### src/design/spi_pkg.sv
// shared widths and item types for the segment pair intersection block
// no dependencies
package spi_pkg;

  localparam int COORD_BITS    = 16;
  localparam int FRAC_OUT_BITS = 16;
  localparam int COORD_FRAC    = COORD_BITS - 8;
  localparam int OUT_BITS      = 8 + FRAC_OUT_BITS;

  localparam int DIFF_BITS  = COORD_BITS + 1;
  localparam int PROD_BITS  = 2 * DIFF_BITS;
  localparam int CROSS_BITS = PROD_BITS + 1;
  localparam int TOP_BITS   = CROSS_BITS + DIFF_BITS + 1;
  localparam int SCALE_SH   = FRAC_OUT_BITS - COORD_FRAC;
  localparam int NUM_BITS   = TOP_BITS + SCALE_SH;
  localparam int QUO_BITS   = OUT_BITS;

  localparam int FIFO_DEPTH = 4;
  localparam int FIFO_AW    = $clog2(FIFO_DEPTH);

  typedef struct packed {
    logic                  hit;
    logic                  neg_x;
    logic                  neg_y;
    logic [NUM_BITS-1:0]   num_x;
    logic [NUM_BITS-1:0]   num_y;
    logic [CROSS_BITS-1:0] den;
  } div_job_t;

  typedef struct packed {
    logic                  hit;
    logic                  neg_x;
    logic                  neg_y;
    logic [NUM_BITS-1:0]   rem_x;
    logic [NUM_BITS-1:0]   rem_y;
    logic [CROSS_BITS-1:0] den;
    logic [QUO_BITS-1:0]   quo_x;
    logic [QUO_BITS-1:0]   quo_y;
  } div_stage_t;

endpackage

### src/design/spi_fifo.sv
// short queue of division jobs between front and back
// depends on spi_pkg
module spi_fifo (
  input  logic              clk,
  input  logic              rst,
  input  logic              push,
  input  spi_pkg::div_job_t push_data,
  output logic              full,
  input  logic              pop,
  output logic              empty,
  output spi_pkg::div_job_t pop_data
);

  localparam int AW = spi_pkg::FIFO_AW;

  spi_pkg::div_job_t mem [spi_pkg::FIFO_DEPTH];
  logic [AW-1:0] wr_ptr, rd_ptr;
  logic [AW:0]   count;
  logic          do_push, do_pop;

  assign full     = count == (AW+1)'(spi_pkg::FIFO_DEPTH);
  assign empty    = count == '0;
  assign do_push  = push && !full;
  assign do_pop   = pop && !empty;
  assign pop_data = mem[rd_ptr];

  always_ff @(posedge clk) begin
    if (rst) begin
      wr_ptr <= '0;
      rd_ptr <= '0;
      count  <= '0;
    end else begin
      if (do_push) wr_ptr <= wr_ptr + 1'b1;
      if (do_pop) rd_ptr <= rd_ptr + 1'b1;
      count <= count + (AW+1)'(do_push) - (AW+1)'(do_pop);
    end
  end

  always_ff @(posedge clk) begin
    if (do_push) mem[wr_ptr] <= push_data;
  end

endmodule

### config.mk
export PLATFORM = sky130hd
export DESIGN_NAME = spi_fifo
export DESIGN_NICKNAME = d
export VERILOG_FILES = /design/src/design/spi_pkg.sv /design/src/design/spi_fifo.sv
export SDC_FILE = /design/constraint.sdc
export NUM_CORES = 1
export LEC_CHECK = 0
export BUFFER_PORTS_ARGS = -buffer_cell sky130_fd_sc_hd__buf_2
export CORE_MARGIN = 5
export CORE_UTILIZATION = 40
export DETAILED_ROUTE_END_ITERATION = 12
export HOLD_SLACK_MARGIN = 0.05
export PLACE_DENSITY = 0.68
export SYNTH_ARGS = -nofsm -noshare
export SYNTH_HDL_FRONTEND = slang
export SYNTH_SLANG_ARGS = --single-unit
export TNS_END_PERCENT = 20
### constraint.sdc
create_clock -name clk -period 6.29 [get_ports clk]
set_input_delay 0.629 -clock clk [delete_from_list [all_inputs] [get_ports clk]]
set_output_delay 0.629 -clock clk [all_outputs]
set_load 0.02 [all_outputs]
==> results.yml <==
status:
  status: "complete, no violations"
drt:
  dr.pass1.iters: 6
  wl_um: 46000
  vias_per_cell: 5.02
  drc: 0
  dr.first_iter.drc_count: 593
  wire_per_inst_um: 21.9
  drtAntennaViolNets: 0
  vias: 10500
sta:
  fin_crit_ps: 3440
  hold_violations: 0
  relSlewSlack_pct: 39.8
  setup_viol: 0
  rsz0062_at_grt: "no"
  final_max_slew_viol_count: 0
  fin_crit_sh_pct: 54.6
  clock.fmax_ghz: 0.291
  hold-worst-slack_ps: 260
  skew_ps: 9.35
  worst_pin_slew_ps: 903
  setup_tns_ps: 0
global_route:
  grt-ovfl-total: 0
  antenna_found_initial: 17
  grtUsageTotal_pct: 14.2
  grt_pass1_wl_um: 69400
  grt_max_degree: 91
  grt_pass1_vias: 11400
worst_setup_path:
  path_max_fanout: 56
  end_kind: "output port"
  reg2regPathDepth: 4
  timing.rr.end: "mem[1][120]"
  cp.arrival_ps: 2810
  critPathRequiredTime_ps: 5660
  r2r_start: "count[1]"
  crit_chain: "buf_4 -> mux4_2 -> buf_2"
  start_kind: "flop"
  critPathKind: "flop to output port"
  rrSetupSlack_ps: 3610
  slowest_stage: "dfxtp_4"
  critPathMaxStageDelay_ps: 920
synthesis:
  synth_common_cells: "edfxtp_1 (640), mux4_2 (160), buf_2 (19)"
  synth_top_cell_by_area: "edfxtp_1"
  synthArstFlopShare_pct: 0
  yosys.cell_count.top_type: "edfxtp_1"
  yosysSeqAreaShare_pct: 82.4
  ys_types: 23
  synth_cells: 887
  synth_top_area_share_pct: 81.7
  ys_ff_latch: 649
  ys_warn_count: 0
  synth_top_flop_cell: "edfxtp_1"
  syn_area_um2: 23500
  synth.net_count: 1058
  yosys-top-cells-area: "edfxtp_1 (82%), mux4_2 (15%), dfxtp_1 (0.77%), buf_6 (0.53%), buf_2 (0.40%)"
  synth_edf_count: 640
  avgSynthCellArea_um2: 26.5
clock_tree:
  cts_made_buffers: 68
  postCtsHoldBufs: 0
  cts_tree: "done"
  htree_num_levels: 3
  cts-root-buf: "clkbuf_16"
  cts_sinks: 649
  clk_pin_slew_ps: 60
  clockBufferDepth: 3
  post_cts_buffers: 0
  cts_resized: 0
  clk_latency_ps: 580
cells_and_area:
  drive_above_1_share_pct: 45.3
  nets: 1428
  stdcell_count: 2094
  syn_to_final_growth_pct: 20.1
  finalInstanceArea_um2: 28300
  utilization_pct: 48.2
floorplanning:
  start_util_pct: 40.1
  ioPinCount: 326
  rows: 89
  chipHeight_um: 253
  die_width_um: 253
  core_um2: 58700
  die_area_um2: 63800
placed_design:
  post-dp-hpwl_um: 27700
  place_congestion: 0.751
  dp_cells: 1960
  place_area_um2: 26100
  port_buffers: 325
min_path:
  holdPathEnd: "mem[1][6]"
  min-delay-start: "push_data[6]"
  hold_path_class: "primary input to flop"
  hold_depth: 1
run:
  drv_cap: 0
power_and_ir_drop:
  leakage_nw: 9.34
  irDropWorstVdd_mv: 0.309
  p_per_area_nw_per_um2: 421
-- through the flow --
step	power [mW]	setup slack (ps)
4_1_cts	12.1	2760
3_3_place_gp	8.19	3330
2_1_floorplan	7.37	1140
6_report	11.9	2850
5_1_grt	12.4	2730
3_5_place_dp	8.23	3330
-- layout by cell type (no fill, tap or decap), drive strengths merged, types with 6 or more instances in the layout --
| cell | count |
|---|---|
| buf | 337 |
| clkbuf | 94 |
| clkinv | 21 |
| dfxtp | 9 |
| diode | 11 |
| edfxtp | 640 |
| ha | 6 |
| inv | 10 |
| mux4 | 160 |
-- how the worst max path moves through the flow --
stage,from,to,slack [ps],depth (start not counted)
after global placement,push,mem[1][77],3330,5
final,flop,pop_data[95],2850,3
after detailed placement,push,mem[1][116],3330,5
after global routing,flop,pop_data[95],2730,3
after floorplan,push,mem[0][0],1140,3
after CTS,flop,pop_data[95],2760,3
-- per-layer routing --
layer | track usage, % | vias up | wire (µm)
li1 | - | 4599 | -
met5 | 0 | - | 72
met1 | 18.8 | 5506 | 18900
met4 | 5.29 | 14 | 1030
met2 | 22.1 | 312 | 22200
met3 | 4.94 | 76 | 3790
-- report_power, final --
group / leakage (nW) / internal, mW / switching (mW)
sequential: 5.94 / 5.20 / 0.115
clock: 1.05 / 2.30 / 1.54
combinational: 2.35 / 1.12 / 1.62
total: 9.34 / 8.62 / 3.28
-- kinds of logic after synthesis --
logic type	synth area share, %
compound gates	0.117
xor+xnor	0.112
fa+ha+maj	0.404
buf+inv	1.17
flops	82.4
mux	15.4
simple gates	0.399
-- final cells by class --
class | instances | area, µm²
antenna | 11 | 27.5
clock buffer | 94 | 1930
clock inverter | 29 | 241
fill | 4659 | 30400
inverter | 8 | 30.0
multi-input combinational | 193 | 3870
sequential | 649 | 19400
tap | 773 | 967
timing repair buffer | 337 | 1800
-- state kept, by name, summed over array words and instances, names as in the netlist, named ones only --
signal  count
rd_ptr      2
wr_ptr      2
mem       640
count       3
-- worst max-delay path, delay by kind of cell, from the launching register on --
| kind | cells | cell delay (ps) |
|---|---|---|
| mux | 1 | 430 |
| flops | 1 | 920 |
| buf+inv | 2 | 790 |
Power figures use the tool's default switching activity.
